$ cat src/sv/rsapm_ram.sv
// ============================================================================
// rsapm_ram: generic simple dual-port RAM
// One write port, one read port, read data registered.
// ============================================================================
module rsapm_ram #(
    parameter int WIDTH = 32,
    parameter int DEPTH = 64,
    localparam int AW = (DEPTH > 1) ? $clog2(DEPTH) : 1
) (
    input  logic             aclk,
    input  logic             we,
    input  logic [AW-1:0]    waddr,
    input  logic [WIDTH-1:0] wdata,
    input  logic [AW-1:0]    raddr,
    output logic [WIDTH-1:0] rdata
);

    logic [WIDTH-1:0] mem_reg [DEPTH];
    logic [WIDTH-1:0] rdata_reg;

    always_ff @(posedge aclk) begin
        if (we) begin
            mem_reg[waddr] <= wdata;
        end
        rdata_reg <= mem_reg[raddr];
    end

    assign rdata = rdata_reg;

endmodule

$ cat config.mk
export PLATFORM = sky130hd
export DESIGN_NAME = rsapm_ram
export DESIGN_NICKNAME = d
export VERILOG_FILES = /design/src/sv/rsapm_ram.sv
export SDC_FILE = /design/constraint.sdc
export NUM_CORES = 2
export LEC_CHECK = 0
export BUFFER_PORTS_ARGS = -buffer_cell sky130_fd_sc_hd__clkbuf_2
export CORE_MARGIN = 2
export CORE_UTILIZATION = 30
export DETAILED_ROUTE_END_ITERATION = 8
export HOLD_SLACK_MARGIN = 0.02
export SLEW_MARGIN = 15
export SYNTH_ARGS = -nofsm -noshare
export SYNTH_HDL_FRONTEND = slang
export SYNTH_SLANG_ARGS = --single-unit
$ cat constraint.sdc
create_clock -name aclk -period 5.3 [get_ports aclk]
set_input_delay 0.795 -clock aclk [delete_from_list [all_inputs] [get_ports aclk]]
set_output_delay 0.795 -clock aclk [all_outputs]
set_load 0.1 [all_outputs]
# --- Word level (Yosys, flattened, before mapping) ---
# Memories as Yosys holds them, arrays and structs flattened. A register that Yosys moved wholly into a read port is not among the register bits.
# Index checks and enable logic that the tools add are counted.
word_totals:
  register_bits: 0
  latch_bits: 0
  ram_bits: 2048
  rom_bits: 0
  output_inout_bits: 32
  elab_cells: 3
  memories: 1
classes:
  addsub: 0
  n_mul: 0
  div_mod_pow: 0
  order_cmp: 0
  n_eq_ne: 0
  n_shift: 0
  muxes: 2
  bitwise: 0
  n_reduce_logical: 0
mem_list:
  columns: ["name", "depth", "word_bits", "read_ports", "rd_ports_with_merged_regs", "write_ports", "line", "text"]
  rows:
  - ["mem_reg", 64, 32, 1, 1, 1, "18", "logic [WIDTH-1:0] mem_reg [DEPTH];"]
ops:
  columns: ["op", "n"]
  rows:
  - ["$mux 1", 2]

# --- Logic depth before layout (Yosys ltp) ---
logic_depth:
  ltp_word: 2
  depth_mapped: 10
  mapped_depth_nobuf: 5

# --- Worst setup path after synthesis ---
# OpenSTA, ideal clock, no wires.
synth_timing:
  path_kind: "input to register"
  startpoint: "in waddr[3]"
  endpoint: "mem mem_reg[48][0], enable pin"
  arrival_ns: 3.494
  path_slack_ns: 1.345
  cell_stages: 4
  n_path_buf: 1
  path_cell_list: "clkbuf_1 > nor2b_1 > nand4b_1 > nor3_1"
synth_rtl:
  columns: ["element", "line", "text"]
  rows:
  - ["start: declaration", "12", "input logic [AW-1:0] waddr,"]
  - ["end: declaration", "18", null]
# No word-level cell before the write port.

==> run_results.csv <==
group,metric,value,unit
worst_setup_path,crit_path_top_delay_cell,"mux4_2",
pwr,p_comb_share,5.5,%
finish,stdcell_area,91000,um^2
worst_setup_path,cp_data_required_time,6.00,ns
drt,first_pass_iters,5,
logic_synthesis,synth-seq-area-share,79.1,%
drt,first_iter_violations,4277,
sta,setup_viol_count_final,0,
pwr,swShare,21.6,%
pwr,peakVddDrop,0.280,mV
global_route,grtUsageMet2,24.5,%
logic_synthesis,syn_inst,3324,
drt,wirelength,199000,um
cts,postCtsHoldBufs,0,
drt,routedWlPerCell,27.4,um
drt,ant_nets,0,
logic_synthesis,synth_cell_type_count,34,
worst_setup_path,cp_cell_sequence,"buf_8, buf_12, buf_12, mux4_2, mux2i_1, a21oi_1, a21oi_1, nor2_1",
logic_synthesis,synth-seq-cells,2080,
finish,fin_nets,3639,
sta,timing.final.crit_period,3.13,ns
sta,setup_tns,0,ns
global_route,grt_max_degree,77,
floorplan,dieArea,266000,um^2
drt,vias_per_cell,5.03,
sta,worst_slew_pin_slew,1.12,ns
cts,postCtsSetupRepairBufs,0,
sta,hold_slack,0.521,ns
worst_setup_path,crit_arrival,3.83,ns
sta,finClkSkew,0.0300,ns
worst_setup_path,max_stage_delay,0.54,ns
cts,clk_latency,0.84,ns
global_route,grt_pass1_wl,283000,um
cts,cts_sinks,2080,
drt,via_count,36549,
finish,largest_reg_flops,2048,
cts,clk_path_buf_depth,3,
cts,path_clk_slew,0.06,ns
cts,cts_tree,"built",
floorplan,initial_core_util,30.2,%
sta,drv_slew,0,
cts,cts-root-buf,"clkbuf_16",
logic_synthesis,syn_avg_cell_area,23.6,um^2
floorplan,core-area,260000,um^2
place,hpwl,117000,um
cts,post_cts_resize_count,0,
global_route,grt_usage,14.9,%
global_route,top_usage_layer,"met2",
drt,remaining_drc_errors,0,
worst_setup_path,critPathKind,"in -> reg",
logic_synthesis,synth_ff_type,"edfxtp_1",
worst_setup_path,endpoint_kind,"flip-flop",
worst_setup_path,cp_max_fo,39,
finish,layout-drive-gt1-share,30.2,%
logic_synthesis,synth.net_count,3370,
cts,ctsHtreeMaxLevel,4,
worst_setup_path,path_buf_inv,3,
global_route,gr-total-overflow,0,
logic_synthesis,synth_edf_count,2048,
pwr,p_seq_share,53.3,%
global_route,met3_usage,2.59,%
worst_setup_path,crit_family,"multiplexers",
floorplan,die_h,516,um
logic_synthesis,yosysWarnings,0,
place,gp_routability_congestion,0.793,
sta,hold_viol,0,
floorplan,die_x,516,um
pwr,p_int,0.0269,W
sta,post-route-period-util,59.1,%
sta,fmax,0.319,GHz
sta,relSlewSlack,25.6,%
sta,rsz0062_at_grt,"no",
logic_synthesis,async_flop_share,0,%
logic_synthesis,syn_area,78500,um^2
place,portBuffers,77,
global_route,grt_use_met1,20.4,%
cts,cts_buffers,206,
worst_setup_path,critPathLaunchType,"primary input",
floorplan,pin_count,78,
min_path,hp-class,"in -> reg",
pwr,p_switching,0.00742,W
floorplan,rows,187,
pwr,p_clk_share,41.2,%
pwr,p_leak,27.8,nW
finish,area_growth,15.9,%
flow_run,maxCapViolCount,0,
global_route,grt_pass1_vias,37324,
pwr,power.density,378,nW/um^2
place,placed_area,84400,um^2
global_route,antenna_found_initial,14,
run_status,status,"finished clean",
-- placed cells by master, fill, tap and decap left out, types with 23 or more instances in the layout --
cell type / instances
a21oi_1: 62
edfxtp_1: 2048
dfxtp_1: 32
clkbuf_16: 211
o221ai_1: 27
clkbuf_1: 66
o22ai_1: 84
mux4_2: 544
nor2_1: 75
clkbuf_2: 68
clkinv_2: 31
buf_12: 23
nand2_1: 26
mux2i_1: 93
nor2_4: 62
buf_4: 143
clkinv_1: 30
-- cells in the mapped netlist (all sizes together), types with 7 or more instances --
master | number | area share, %
buf | 108 | 0.77
dfxtp | 32 | 0.82
o221ai | 27 | 0.30
a21oi | 62 | 0.40
edfxtp | 2048 | 78
a22oi | 12 | 0.11
nand2 | 26 | 0.12
a311oi | 8 | 0.089
clkbuf | 74 | 0.35
mux2i | 93 | 1.2
nor2 | 137 | 0.65
nand2b | 8 | 0.064
mux4 | 544 | 16
nor3 | 7 | 0.045
o22ai | 84 | 0.67
nor2b | 15 | 0.12
-- cell type report --
class	count	area, um^2
clock buffers	291	5720
fillers	23727	169000
diodes	5	12.5
repair buffers	243	1960
flip-flops and latches	2080	62100
well taps	3496	4370
multi-input cells	1062	16000
clock inverters	87	810
-- power groups by stage --
stage	logic, W	registers, W	clock network (W)
finish	0.00189	0.0183	0.0141
detailed placement	0.00192	0.0187	0
global placement	0.00190	0.0187	0
CTS	0.00193	0.0183	0.0144
floorplan	0.000886	0.0189	0
global route	0.00200	0.0183	0.0150
-- worst reg2reg max path, delay by kind of cell, from the launching register on --
family | cells | cell delay, ns
flip-flops | 1 | 0.35
AND/OR/NAND/NOR | 1 | 0.11
AO/OA/AOI/OAI | 2 | 0.85
multiplexers | 2 | 0.95
-- cell families after synthesis --
family | count (synthesis) | share of synthesized area, %
DFF | 2080 | 79.1
muxes | 637 | 16.8
and+or+nand+nor | 223 | 1.27
AOI/OAI and AO/OA | 202 | 1.67
buffers and inverters | 182 | 1.13
-- routing by layer --
layer  share of wire [%]  wire length, um  vias to the layer above
li1                    -                -                    14826
met1                  41            82400                    20034
met2                  49            98300                     1396
met3                 7.0            14000                      285
met4                 2.2             4460                        8
met5               0.024               48                        -
-- per-stage QoR --
| step | worst slack [ns] | instances | total power, W | utilization (%) |
|---|---|---|---|---|
| final | 2.17 | 7264 | 0.0343 | 35.0 |
| after global routing | 2.10 | 7260 | 0.0354 | 35.0 |
| after CTS | 2.15 | 7259 | 0.0346 | 35.0 |
| after detailed placement | 1.26 | 6881 | 0.0206 | 32.5 |
| after global placement | 1.24 | 6881 | 0.0206 | 32.5 |
| after floorplan | 1.35 | 3324 | 0.0197 | - |
-- final timing paths --
path                         from        end  slack, ns  depth (start not counted)
setup / recovery         raddr[0]  rdata[26]       2.17                          8
hold / removal           raddr[4]   rdata[7]       0.52                          4
setup reg to reg  mem_reg[15][26]  rdata[26]       2.92                          5
hold reg to reg   mem_reg[12][17]  rdata[17]       0.74                          4
Power figures use the tool's default switching activity.
