==> src/sv/rsapm_pkg.sv <==
// ============================================================================
// rsapm_pkg: shared types and constants for the RSA public modexp block
// Word widths, register map, operand sources, sequencer states and the
// product schedule for the two public exponents.
// ============================================================================
package rsapm_pkg;

    // Field widths
    localparam int WORD_W       = 32;
    localparam int IDX_W        = 6;
    localparam int CNT_W        = 7;
    localparam int PADDR_W      = 4;
    localparam int OP_W         = 5;
    localparam int MAX_WORDS_DEF = 64;
    localparam int F4_SQUARINGS = 16;

    // Register map (index = paddr[3:2])
    localparam logic [1:0] REG_WORD_COUNT = 2'd0;
    localparam logic [1:0] REG_INV_MOD    = 2'd1;
    localparam logic [1:0] REG_EXP_SEL    = 2'd2;

    // Reset values
    localparam logic [CNT_W-1:0]  WC_RESET  = 7'd64;
    localparam logic [WORD_W-1:0] INV_RESET = 32'd1;
    localparam logic              EXP_RESET = 1'b1;

    // Operand sources of a Montgomery product
    typedef enum logic [2:0] {
        SRC_BASE,
        SRC_RSQ,
        SRC_MB,
        SRC_SQ,
        SRC_ONE
    } src_t;

    // One Montgomery product: dst = a * b / R mod N
    typedef struct packed {
        src_t a_src;
        src_t b_src;
        logic dst_sq;
        logic last;
    } op_t;

    // Datapath work modes
    typedef enum logic [2:0] {
        MD_MUB0,
        MD_Q,
        MD_INNER,
        MD_FIN,
        MD_COPY
    } mode_t;

    // Sequencer to datapath control
    typedef struct packed {
        logic             issue;
        mode_t            mode;
        logic [CNT_W-1:0] k;
        logic             last;
        logic             first_row;
        logic             b_one;
    } ctl_t;

    // Sequencer states
    typedef enum logic [3:0] {
        ST_IDLE,
        ST_OP_START,
        ST_MUB0_WAIT,
        ST_ROW_RD,
        ST_ROW_WAIT,
        ST_INNER,
        ST_DRAIN,
        ST_FIN,
        ST_FIN_WAIT,
        ST_COPY,
        ST_COPY_WAIT,
        ST_OUT_RD,
        ST_OUT_LOAD,
        ST_OUT_WAIT
    } state_t;

    // Product schedule. Step 0 maps the message into the Montgomery domain.
    // Exponent 3: square, multiply, leave the domain by a product with one.
    // Exponent 65537: sixteen squarings, then a product with the plain message.
    function automatic op_t op_lookup(input logic exp_sel, input logic [OP_W-1:0] op_num);
        op_t op;
        op = '{a_src: SRC_MB, b_src: SRC_BASE, dst_sq: 1'b1, last: 1'b1};
        if (op_num == '0) begin
            op = '{a_src: SRC_BASE, b_src: SRC_RSQ, dst_sq: 1'b0, last: 1'b0};
        end else if (!exp_sel) begin
            if (op_num == OP_W'(1)) begin
                op = '{a_src: SRC_MB, b_src: SRC_MB, dst_sq: 1'b1, last: 1'b0};
            end else if (op_num == OP_W'(2)) begin
                op = '{a_src: SRC_SQ, b_src: SRC_MB, dst_sq: 1'b0, last: 1'b0};
            end else begin
                op = '{a_src: SRC_MB, b_src: SRC_ONE, dst_sq: 1'b1, last: 1'b1};
            end
        end else if (op_num <= OP_W'(F4_SQUARINGS)) begin
            if (op_num[0]) begin
                op = '{a_src: SRC_MB, b_src: SRC_MB, dst_sq: 1'b1, last: 1'b0};
            end else begin
                op = '{a_src: SRC_SQ, b_src: SRC_SQ, dst_sq: 1'b0, last: 1'b0};
            end
        end
        return op;
    endfunction

endpackage

==> src/sv/rsapm_cfg.sv <==
// ============================================================================
// rsapm_cfg: APB configuration registers
// word_count, inverse_modulus and exponent_select, readable and writable.
// ============================================================================
module rsapm_cfg (
    input  logic                          aclk,
    input  logic                          aresetn,
    input  logic                          psel,
    input  logic                          penable,
    input  logic                          pwrite,
    input  logic [rsapm_pkg::PADDR_W-1:0] paddr,
    input  logic [31:0]                   pwdata,
    output logic [31:0]                   prdata,
    output logic                          pready,
    output logic [rsapm_pkg::CNT_W-1:0]   word_count,
    output logic [rsapm_pkg::WORD_W-1:0]  inv_mod,
    output logic                          exp_sel
);

    logic [rsapm_pkg::CNT_W-1:0]  wc_reg;
    logic [rsapm_pkg::WORD_W-1:0] inv_reg;
    logic                         exp_reg;
    logic                         wr;

    assign pready = 1'b1;
    assign wr     = psel & penable & pwrite & pready;

    // register writes
    always_ff @(posedge aclk) begin
        if (!aresetn) begin
            wc_reg  <= rsapm_pkg::WC_RESET;
            inv_reg <= rsapm_pkg::INV_RESET;
            exp_reg <= rsapm_pkg::EXP_RESET;
        end else if (wr) begin
            unique case (paddr[3:2])
                rsapm_pkg::REG_WORD_COUNT: wc_reg  <= pwdata[rsapm_pkg::CNT_W-1:0];
                rsapm_pkg::REG_INV_MOD:    inv_reg <= pwdata;
                rsapm_pkg::REG_EXP_SEL:    exp_reg <= pwdata[0];
                default: ;
            endcase
        end
    end

    // read mux
    always_comb begin
        unique case (paddr[3:2])
            rsapm_pkg::REG_WORD_COUNT: prdata = {{(32 - rsapm_pkg::CNT_W){1'b0}}, wc_reg};
            rsapm_pkg::REG_INV_MOD:    prdata = inv_reg;
            rsapm_pkg::REG_EXP_SEL:    prdata = {31'b0, exp_reg};
            default:                   prdata = '0;
        endcase
    end

    assign word_count = wc_reg;
    assign inv_mod    = inv_reg;
    assign exp_sel    = exp_reg;

endmodule

==> config.mk <==
export PLATFORM = sky130hd
export DESIGN_NAME = rsapm_cfg
export DESIGN_NICKNAME = d
export VERILOG_FILES = /design/src/sv/rsapm_pkg.sv /design/src/sv/rsapm_cfg.sv
export SDC_FILE = /design/constraint.sdc
export NUM_CORES = 1
export LEC_CHECK = 0
export ABC_AREA = 1
export BUFFER_PORTS_ARGS = -buffer_cell sky130_fd_sc_hd__buf_2
export CAP_MARGIN = 20
export CORE_MARGIN = 2
export CORE_UTILIZATION = 30
export DETAILED_ROUTE_END_ITERATION = 16
export GPL_TIMING_DRIVEN = 0
export PLACE_DENSITY = 0.69
export SETUP_SLACK_MARGIN = 0.02
export SKIP_LAST_GASP = 1
export SLEW_MARGIN = 20
export SYNTH_ARGS = -nofsm -noshare
export SYNTH_HDL_FRONTEND = slang
export SYNTH_SLANG_ARGS = --single-unit
==> constraint.sdc <==
create_clock -name aclk -period 0.97 [get_ports aclk]
set_input_delay 0.0485 -clock aclk [delete_from_list [all_inputs] [get_ports aclk]]
set_output_delay 0.0485 -clock aclk [all_outputs]
set_load 0.02 [all_outputs]
# After elaboration in Yosys (flattened, before gate mapping)
# Cells that the tools add are included.
# Widths: inputs -> output; s select.
[word_totals] ff_bits=40 latch_bits=0 ramBits=0 mem_bits_ro=0 elab_cells=12 memories=0
[classes] n_addsub=0 mul=0 div=0 order_cmp=0 eq_ne=2 shifts=0 n_mux=1 bitwise=2 reduce_logical=4
[ops] op="$pmux 32 s3" count=1
[ops] op="$reduce_and 2->1" count=3
[ops] op="$and 1x1->1" count=2
[ops] op="$eq 2x1->1 const B" count=1
[ops] op="$eq 2x2->1 const B" count=1
[ops] op="$logic_not 2->1" count=1

# Logic depth before layout (Yosys ltp)
# Gate-level depths: netlist of the first run.
[logic_depth] depth_word=3 mapped_depth=7 ltp_nobuf=5

# Worst setup path before layout of the first run
# No wires, ideal clock.
[synth_timing] path_kind="flip-flop to output port" startpoint="register inv_reg (netlist bit inv_mod[30])" endpoint="output prdata[30]" arrival_time_ns=0.815 required_time_ns=0.922 setup_slack_ns=0.107 stages_incl_launch_ff=3 n_path_buf=0 cell_sequence="dfxtp_1 inv_1 nor2_1"
[synth_via] elab_chain_cells=1
[synth_lines] element="start, declared" line="rsapm_cfg.sv:21" rtl="logic [rsapm_pkg::WORD_W-1:0] inv_reg;"
[synth_lines] element="start signal, assigned" line="rsapm_cfg.sv:32" rtl="inv_reg <= rsapm_pkg::INV_RESET;"
[synth_lines] element="start signal, assigned" line="rsapm_cfg.sv:37" rtl="rsapm_pkg::REG_INV_MOD: inv_reg <= pwdata;"
[synth_lines] element="$pmux 32 s3" line="rsapm_cfg.sv:46" rtl="unique case (paddr[3:2])"
[synth_lines] element="end, declared" line="rsapm_cfg.sv:13" rtl="output logic [31:0] prdata,"
# No other way between the ends.

# Worst setup path after layout of the first run
# Ends and elaborated chain as after synthesis.

==> flow_summary.toml, run 1 <==
[die]
fp.coreArea_sq_um = 6760
die_x_um = 87.3
rows = 30
die_h_um = 87.3
initial_core_util_pct = 30.8
dieArea_sq_um = 7630
ios = 114

[setup_path]
critical-path-max-stage-delay_ns = 0.35
required_ns = 0.92
critPathCaptureType = "primary output"
crit_slowest_cell = "dfxtp_2"
crit_arrival_ns = 1.00
crit_family = "flip-flops"
crit_fanout = 3
rrSetupSlack_ns = 0.15
start_kind = "flop"
crit_chain = "inv_2, nor2_1, buf_4"
crit_type = "reg -> out"
critPathBufInv = 2

[sta]
maxSlewHeadroom_pct = 64.8
worst_slew_pin_slew_ns = 0.527
post-route-worst-setup-slack_ns = -0.0791
slew_viol_final = 0
rsz0062_at_grt = "true"
setup_violations = 8
period_needed_ns = 1.05
timing.final.crit_share_pct = 108
fin_skew_ns = 0
max_freq_mhz = 953
hold_viol = 0

[yosys]
syn_inst = 323
yosysSeqAreaShare_pct = 38.4
netlist_area_sq_um = 2080
syn-num-nets = 364
ys_seq_elements = 40
avgSynthCellArea_sq_um = 6.45
yosys_warnings = 0
synth_cell_types = 19

[status]
violations = "setup timing"
status = "finished, violations left"

[global_route]
grtUsageTotal_pct = 16.8
grt_max_degree = 20
grt_overflow = 0
antenna_found_initial = 0
grt_pass1_wl_um = 10100
grt_pass1_vias = 2181

[cts]
cts-buffers-inserted = 5
htree_levels = 2
path_clk_slew_ns = 0.08
cts.sinks = 40
ctsRootBufferMaster = "clkbuf_8"
insertion_delay_ns = 0.29
cts_buffer_depth = 2
cts_tree = "yes"

[worst_hold_path]
hold_path.class = "in -> reg"

[placed_design]
gp_congestion = 0.753
dp_cells = 512
hpwl_um = 4510
port_buffers = 109

[power_and_ir_drop]
powerDensity_nw_per_um2 = 1150
ir_worst_vdd_mv = 0.610
power.total_w = 0.00382
leakagePower_nw = 1.72

[detailed_routing]
avgRoutedWirePerCell_um = 12.0
ant_nets = 0
routed_wl_um = 6470
drc = 0
viasPerCell = 4.40
vias = 2370
drt_pass1_iterations = 4
drt-initial-drc-count = 61

[layout]
nFillCells = 677
final_nets = 499
final_cells = 539
insertedDiodeCount = 0
synthToLayoutAreaGrowth_pct = 59.6
layout-drive-gt1-share_pct = 51.0

[flow_run]
drv_cap = 0
## sequential cells by signal, indices dropped and copies added (netlist names)
register    cells
exp_sel         1
inv_mod        32
word_count      7
## area by class of cell
class	instances	area (sq um)	area share [%]
Buffer	18	139	4.18
Clock buffer	7	96.3	2.90
Clock inverter	1	30.0	0.903
Inverter	60	228	6.85
Multi-Input combinational cell	204	980	29.5
Sequential cell	40	851	25.6
Tap cell	80	100	3.01
Timing Repair Buffer	129	901	27.1
## tightest hold or removal path, cell delays in order
cell     delay, ns
buf_2         0.11
nand2_1       0.05
nand3_1       0.06
## synthesized netlist by cell type (all sizes together)
cell type	number	area share (%)
dfxtp	40	38
nor2	105	22
buf	19	6.7
o21ai	2	0.48
nand2	47	8.8
nand3	43	11
a22o	6	2.5
conb	1	0.18
inv	60	11
## per-stage QoR
| stage | setup WS [ns] | TNS [ns] | util (%) | hold slack (ns) | area [sq um] |
|---|---|---|---|---|---|
| after floorplan | 0.107 | 0 | - | 0.175 | 2080 |
| after CTS | -0.0612 | -0.295 | 46.8 | 0.00715 | 3160 |
| final | -0.0791 | -0.333 | 49.2 | 0.0159 | 3320 |
| after global placement | -0.110 | -1.20 | 40.4 | 0.283 | 2730 |
| after global routing | -0.0954 | -1.01 | 49.2 | 0.0280 | 3320 |
| after detailed placement | -0.123 | -1.49 | 40.4 | 0.295 | 2730 |
## path summary, 6_finish.rpt
| check | startpoint | endpoint | depth (start not counted) |
|---|---|---|---|
| setup / recovery | inv_mod[30] | prdata[30] | 3 |
| hold / removal | pwdata[0] | inv_mod[0] | 3 |
| setup reg to reg | inv_mod[3] | inv_mod[3] | 4 |
| hold reg to reg | exp_sel | exp_sel | 2 |
## where the power goes
group / internal (W) / switching [W]
clock: 0.000908 / 0.000581
combinational: 0.000255 / 0.000361
sequential: 0.00168 / 0.0000273
total: 0.00285 / 0.000969
## metal layers
layer	part of all wire, %	up-vias	global-route usage [%]
li1	-	1219	-
met1	44	1054	21.2
met2	49	88	28.7
met3	6.4	9	3.98
met4	1.3	0	4.48
met5	0	-	0
## repair_timing
item	CTS	global route
pin swaps	32	9
resized for setup	92	52
hold buffers	1	0
hold endpoints to repair	1	0
endpoints found under the setup margin	32	42
setup buffers	17	2
## cell families (layout without fill, tap and decap cells)
| family | after synthesis | after routing | share of synthesized area (%) |
|---|---|---|---|
| flip-flops | 40 | 40 | 38.4 |
| buffers and inverters | 79 | 215 | 17.5 |
| AND/OR/NAND/NOR | 195 | 195 | 40.9 |
| AO/OA/AOI/OAI | 8 | 8 | 3.00 |
| other | 1 | 1 | 0.180 |
## layout by cell type (no fill, tap or decap), drive strengths merged
master	n
conb	1
bufinv	1
nand2	47
o21ai	2
clkbuf	7
nor2	105
a22o	6
nand3	43
buf	146
dfxtp	40
dlygate4sd3	1
inv	60
Power figures use the tool's default switching activity.
==> inputs of run 2 (changes only) <==
--- a/config.mk
+++ b/config.mk
@@ -9,10 +9,10 @@
 export BUFFER_PORTS_ARGS = -buffer_cell sky130_fd_sc_hd__buf_2
 export CAP_MARGIN = 20
 export CORE_MARGIN = 2
-export CORE_UTILIZATION = 30
+export CORE_UTILIZATION = 44
 export DETAILED_ROUTE_END_ITERATION = 16
 export GPL_TIMING_DRIVEN = 0
-export PLACE_DENSITY = 0.69
+export PLACE_DENSITY = 0.9
 export SETUP_SLACK_MARGIN = 0.02
 export SKIP_LAST_GASP = 1
 export SLEW_MARGIN = 20
==> flow_summary.toml, run 2 (synthesis gave the netlist of run 1 again) <==
[detailed_routing]
routed_wl_um = 6600
drc = 0
ant_nets = 0
viasPerCell = 4.78
drt-initial-drc-count = 117
drt_pass1_iterations = 7
vias = 2472
avgRoutedWirePerCell_um = 12.8

[status]
violations = "setup timing"
status = "finished, violations left"

[die]
rows = 25
die_x_um = 72.8
initial_core_util_pct = 45.0
ios = 114
die_h_um = 72.8
dieArea_sq_um = 5300
fp.coreArea_sq_um = 4630

[cts]
cts-buffers-inserted = 5
cts.sinks = 40
cts_tree = "yes"
ctsRootBufferMaster = "clkbuf_8"
htree_levels = 2
insertion_delay_ns = 0.29
path_clk_slew_ns = 0.08
cts_buffer_depth = 2

[sta]
max_freq_mhz = 965
slew_viol_final = 0
whs_ns = 0.0817
hold_viol = 0
fin_skew_ns = 0
worst_slew_pin_slew_ns = 0.525
maxSlewHeadroom_pct = 65.0
rsz0062_at_grt = "true"
period_needed_ns = 1.04
timing.final.crit_share_pct = 107
post-route-worst-setup-slack_ns = -0.0658
setup_violations = 8

[setup_path]
crit_slowest_cell = "dfxtp_2"
start_kind = "flop"
required_ns = 0.92
crit_chain = "a22o_1, buf_6"
crit_arrival_ns = 0.99
critPathCaptureType = "primary output"
rrSetupSlack_ns = 0.15
crit_fanout = 2
crit_type = "reg -> out"
critical-path-max-stage-delay_ns = 0.34

[worst_hold_path]
hold_path.class = "in -> reg"

[layout]
layout-drive-gt1-share_pct = 51.0
largest_register_ffs = 32
nFillCells = 365
multiInputGateArea_sq_um = 972
insertedDiodeCount = 0
finalInstanceArea_sq_um = 3300
regArea_sq_um = 851
final_nets = 503
layout_common_cells = "nor2_1 (81), buf_2 (71), nand2_1 (46)"
final_common_cell = "nor2_1"
synthToLayoutAreaGrowth_pct = 58.4

[power_and_ir_drop]
leakagePower_nw = 1.72
ir_worst_vdd_mv = 0.856
powerDensity_nw_per_um2 = 1110
power.total_w = 0.00368

[global_route]
grt_overflow = 0
antenna_found_initial = 0
grt_max_degree = 20
grt_pass1_vias = 2200
grt_pass1_wl_um = 9920
grtUsageTotal_pct = 23.8

[placed_design]
placed_cell_area_sq_um = 2700
gp_congestion = 0.832
hpwl_um = 4140
port_buffers = 109

[flow_run]
drv_cap = 0
-- run 2: cell count changes in the layout (fill, tap and decap cells not counted), moves of 2 or more --
cell / previous run / this run
inv_2: 13 / 18
inv_1: 46 / 42
nand2_1: 43 / 46
nand2_2: 3 / 0
buf_6: 31 / 33
clkbuf_8: 7 / 5
-- run 2: final cells by class --
class	instances	area share, %
Timing Repair Buffer	133	28.3
Clock buffer	6	2.20
Multi-Input combinational cell	204	29.5
Tap cell	54	2.05
Buffer	18	4.32
Clock inverter	2	1.06
Sequential cell	40	25.8
Inverter	60	6.82
-- run 2: what timing repair did --
action                                 4_1_cts  5_1_grt
buffers inserted                            16        6
endpoints found under the hold margin        2        0
setup endpoints to repair                   32       40
hold buffers                                 2        0
pin swaps                                   24       17
gates resized for setup                     86       58
-- run 2: worst max-delay path: cells and delay by family, from the launching register on --
kind	cells	cell delay [ns]
AOI/OAI and AO/OA	1	0.22
DFF	1	0.34
buffers and inverters	1	0.13
-- run 2: through the flow --
stage                     std cells  setup slack (ns)  setup TNS, ns  util [%]
after global routing            517           -0.0992         -0.973      71.3
after detailed placement        486           -0.0860         -0.849      58.2
after global placement          486           -0.0605         -0.478      58.2
after floorplan                 323             0.107              0         -
final                           517           -0.0658         -0.326      71.3
after CTS                       511           -0.0544         -0.339      67.0
-- run 2: per-layer routing --
metal | part of all wire, % | vias up | global-route usage, %
li1 | - | 1229 | -
met2 | 52 | 120 | 42.3
met5 | 0 | - | 0
met4 | 1.2 | 0 | 6.79
met1 | 40 | 1113 | 28.9
met3 | 6.9 | 10 | 4.83
-- run 2: power breakdown --
part,switching [W],internal (W),total (W)
clock network,0.000572,0.000764,0.00134
logic,0.000365,0.000261,0.000626
registers,0.0000298,0.00168,0.00171
total,0.000966,0.00271,0.00368
-- run 2: worst paths after layout --
path	from	to	depth (start not counted)
worst max-delay path	word_count[4]	prdata[4]	2
worst min-delay path	pwdata[27]	inv_mod[27]	5
worst max register to register	inv_mod[6]	inv_mod[6]	4
worst min register to register	exp_sel	exp_sel	2
==> inputs of run 3 (changes only) <==
--- a/config.mk
+++ b/config.mk
@@ -5,14 +5,13 @@
 export SDC_FILE = /design/constraint.sdc
 export NUM_CORES = 1
 export LEC_CHECK = 0
-export ABC_AREA = 1
 export BUFFER_PORTS_ARGS = -buffer_cell sky130_fd_sc_hd__buf_2
 export CAP_MARGIN = 20
 export CORE_MARGIN = 2
 export CORE_UTILIZATION = 44
 export DETAILED_ROUTE_END_ITERATION = 16
 export GPL_TIMING_DRIVEN = 0
-export PLACE_DENSITY = 0.9
+export PLACE_DENSITY = 0.91
 export SETUP_SLACK_MARGIN = 0.02
 export SKIP_LAST_GASP = 1
 export SLEW_MARGIN = 20
==> flow_summary.toml, run 3 <==
[status]
status = "finished, violations left"
violations = "hold timing, setup timing"

[layout]
largest_register_ffs = 32
insertedDiodeCount = 0
final_common_cell = "nand2_1"
layout-drive-gt1-share_pct = 61.4
layout_common_cells = "nand2_1 (70), buf_2 (69), mux2i_1 (46)"
final_nets = 416
synthToLayoutAreaGrowth_pct = 73.5
final_cells = 428

[placed_design]
hpwl_um = 3740
gp_congestion = 0.740
port_buffers = 109
dp_cells = 379

[yosys]
syn_inst = 218
avgSynthCellArea_sq_um = 9.13
yosysTopAreaCell = "dfxtp_1"
synth_cell_types = 21
netlist_area_sq_um = 1990
synth-edff-count = 0
synth_top_area_share_pct = 40.2
netlist_top_cells_area = "dfxtp_1 (40%), mux2i_1 (23%), nand2_1 (13%)"
yosys_warnings = 0
async_reset_ff_share_pct = 0
yosysSeqAreaShare_pct = 40.2
synth_commonest_cells = "nand2_1 (70), mux2i_1 (46), dfxtp_1 (40)"
synth-main-ff-cell = "dfxtp_1"
post-synth-top-count-cell = "nand2_1"
syn-num-nets = 259
ys_seq_elements = 40

[setup_path]
crit_type = "reg -> out"
crit_arrival_ns = 0.99
required_ns = 0.92
start_kind = "flop"
crit_fanout = 3
rr_startpoint = "inv_mod[0]"
regToRegEndpoint = "inv_mod[0]"
rrSetupSlack_ns = 0.19
reg2reg_depth = 3
critPathCaptureType = "primary output"

[power_and_ir_drop]
ir_worst_vdd_mv = 0.846
powerDensity_nw_per_um2 = 1030
leakagePower_nw = 1.66
power.total_w = 0.00355

[worst_hold_path]
holdPathStages = 3
min_to = "inv_mod[20]"
holdCritStartpoint = "pwdata[20]"
hold_path.class = "in -> reg"

[die]
dieArea_sq_um = 5080
ios = 114
die_x_um = 71.3
die_h_um = 71.3
rows = 24
fp.coreArea_sq_um = 4350
initial_core_util_pct = 45.7

[sta]
slew_viol_final = 0
hold_viol = 1
fin_skew_ns = 0
timing.final.crit_share_pct = 107
whs_ns = -0.00330
setup_violations = 7
post-route-worst-setup-slack_ns = -0.0685
max_freq_mhz = 963
period_needed_ns = 1.04
rsz0062_at_grt = "true"

[flow_run]
drv_cap = 0

[cts]
insertion_delay_ns = 0.29
path_clk_slew_ns = 0.08
cts-buffers-inserted = 5
cts_buffer_depth = 2
htree_levels = 2
cts_tree = "yes"
ctsRootBufferMaster = "clkbuf_8"
cts.sinks = 40

[global_route]
grt_pass1_vias = 1987
grtUsageTotal_pct = 23.7
grt_max_degree = 13
grt_pass1_wl_um = 9340
grt_overflow = 0
antenna_found_initial = 0

[detailed_routing]
vias = 2098
drc = 0
drt-initial-drc-count = 47
viasPerCell = 4.90
ant_nets = 0
avgRoutedWirePerCell_um = 15.3
drt_pass1_iterations = 4
routed_wl_um = 6530
-- run 3: cell count changes in the layout (fill, tap and decap cells not counted), sizes merged, moves of 2 or more --
cell / change
nor2: -99
inv: -60
mux2i: +46
nand3: -42
and2: +25
nand2: +23
dlygate4sd3: +9
a22o: -6
buf: +5
nor2b: +4
and2b: +2
nor3b: +2
-- run 3: how the worst max path moves through the flow --
stage                        from    endpoint  slack, ns  cells after the start
floorplan                paddr[2]  prdata[11]       0.05                      4
global placement         paddr[2]  prdata[16]      -0.38                      6
detailed placement       paddr[2]  prdata[16]      -0.40                      6
CTS                    inv_mod[0]   prdata[0]      -0.06                      3
global route           inv_mod[3]   prdata[3]      -0.12                      3
finish              word_count[1]   prdata[1]      -0.07                      3
-- run 3: critical path: stages, from the launching register on --
cell	delay (ns)
dfxtp_2	0.34
mux2i_1	0.15
nor2_1	0.06
buf_4	0.15
-- run 3: through the flow --
| step | worst slack [ns] | area (sq um) | setup TNS (ns) | util (%) | hold WS (ns) |
|---|---|---|---|---|---|
| 6_report | -0.0685 | 3450 | -0.274 | 79.3 | -0.00330 |
| 5_1_grt | -0.124 | 3450 | -0.660 | 79.3 | -0.00175 |
| 4_1_cts | -0.0634 | 3240 | -0.369 | 74.5 | 0.0000358 |
| 3_5_place_dp | -0.402 | 2600 | -12.11 | 59.7 | 0.302 |
| 3_3_place_gp | -0.381 | 2600 | -9.93 | 59.7 | 0.297 |
| 2_1_floorplan | 0.0469 | 1990 | 0 | - | 0.191 |
-- run 3: where the power goes --
group,switching (W),total [W],internal (W)
Combinational,0.000264,0.000542,0.000278
Clock,0.000567,0.00133,0.000764
Sequential,0.0000150,0.00168,0.00167
Total,0.000846,0.00355,0.00271
-- run 3: final cells by class --
class	instances	area [sq um]
plain buffers	15	174
flip-flops and latches	40	851
multi-input cells	161	1080
clock buffers	6	72.6
repair buffers	152	1170
well taps	52	65.1
fillers	276	901
clock inverters	2	35.0
-- run 3: logic make-up after synthesis --
| logic type | Yosys count | share of synthesized area, % |
|---|---|---|
| buf+inv | 17 | 8.61 |
| mux | 46 | 23.1 |
| other cells | 1 | 0.188 |
| compound gates | 3 | 0.943 |
| flops | 40 | 40.2 |
| simple gates | 111 | 26.9 |
-- run 3: repair_timing --
action,4_1_cts,5_1_grt
pin swaps,19,19
hold endpoints to repair,10,1
endpoints found under the setup margin,32,43
cloned,2,0
hold buffers,10,1
buffers inserted,16,14
resized for setup,107,57
-- run 3: routing by layer --
layer | wire length [um] | track usage, % | up-vias | part of all wire (%)
met5 | 0 | 0 | - | 0
met4 | 73 | 7.34 | 0 | 1.1
met3 | 390 | 5.77 | 8 | 6.0
met2 | 3540 | 45.2 | 83 | 54
met1 | 2530 | 25.6 | 995 | 39
li1 | - | - | 1012 | -
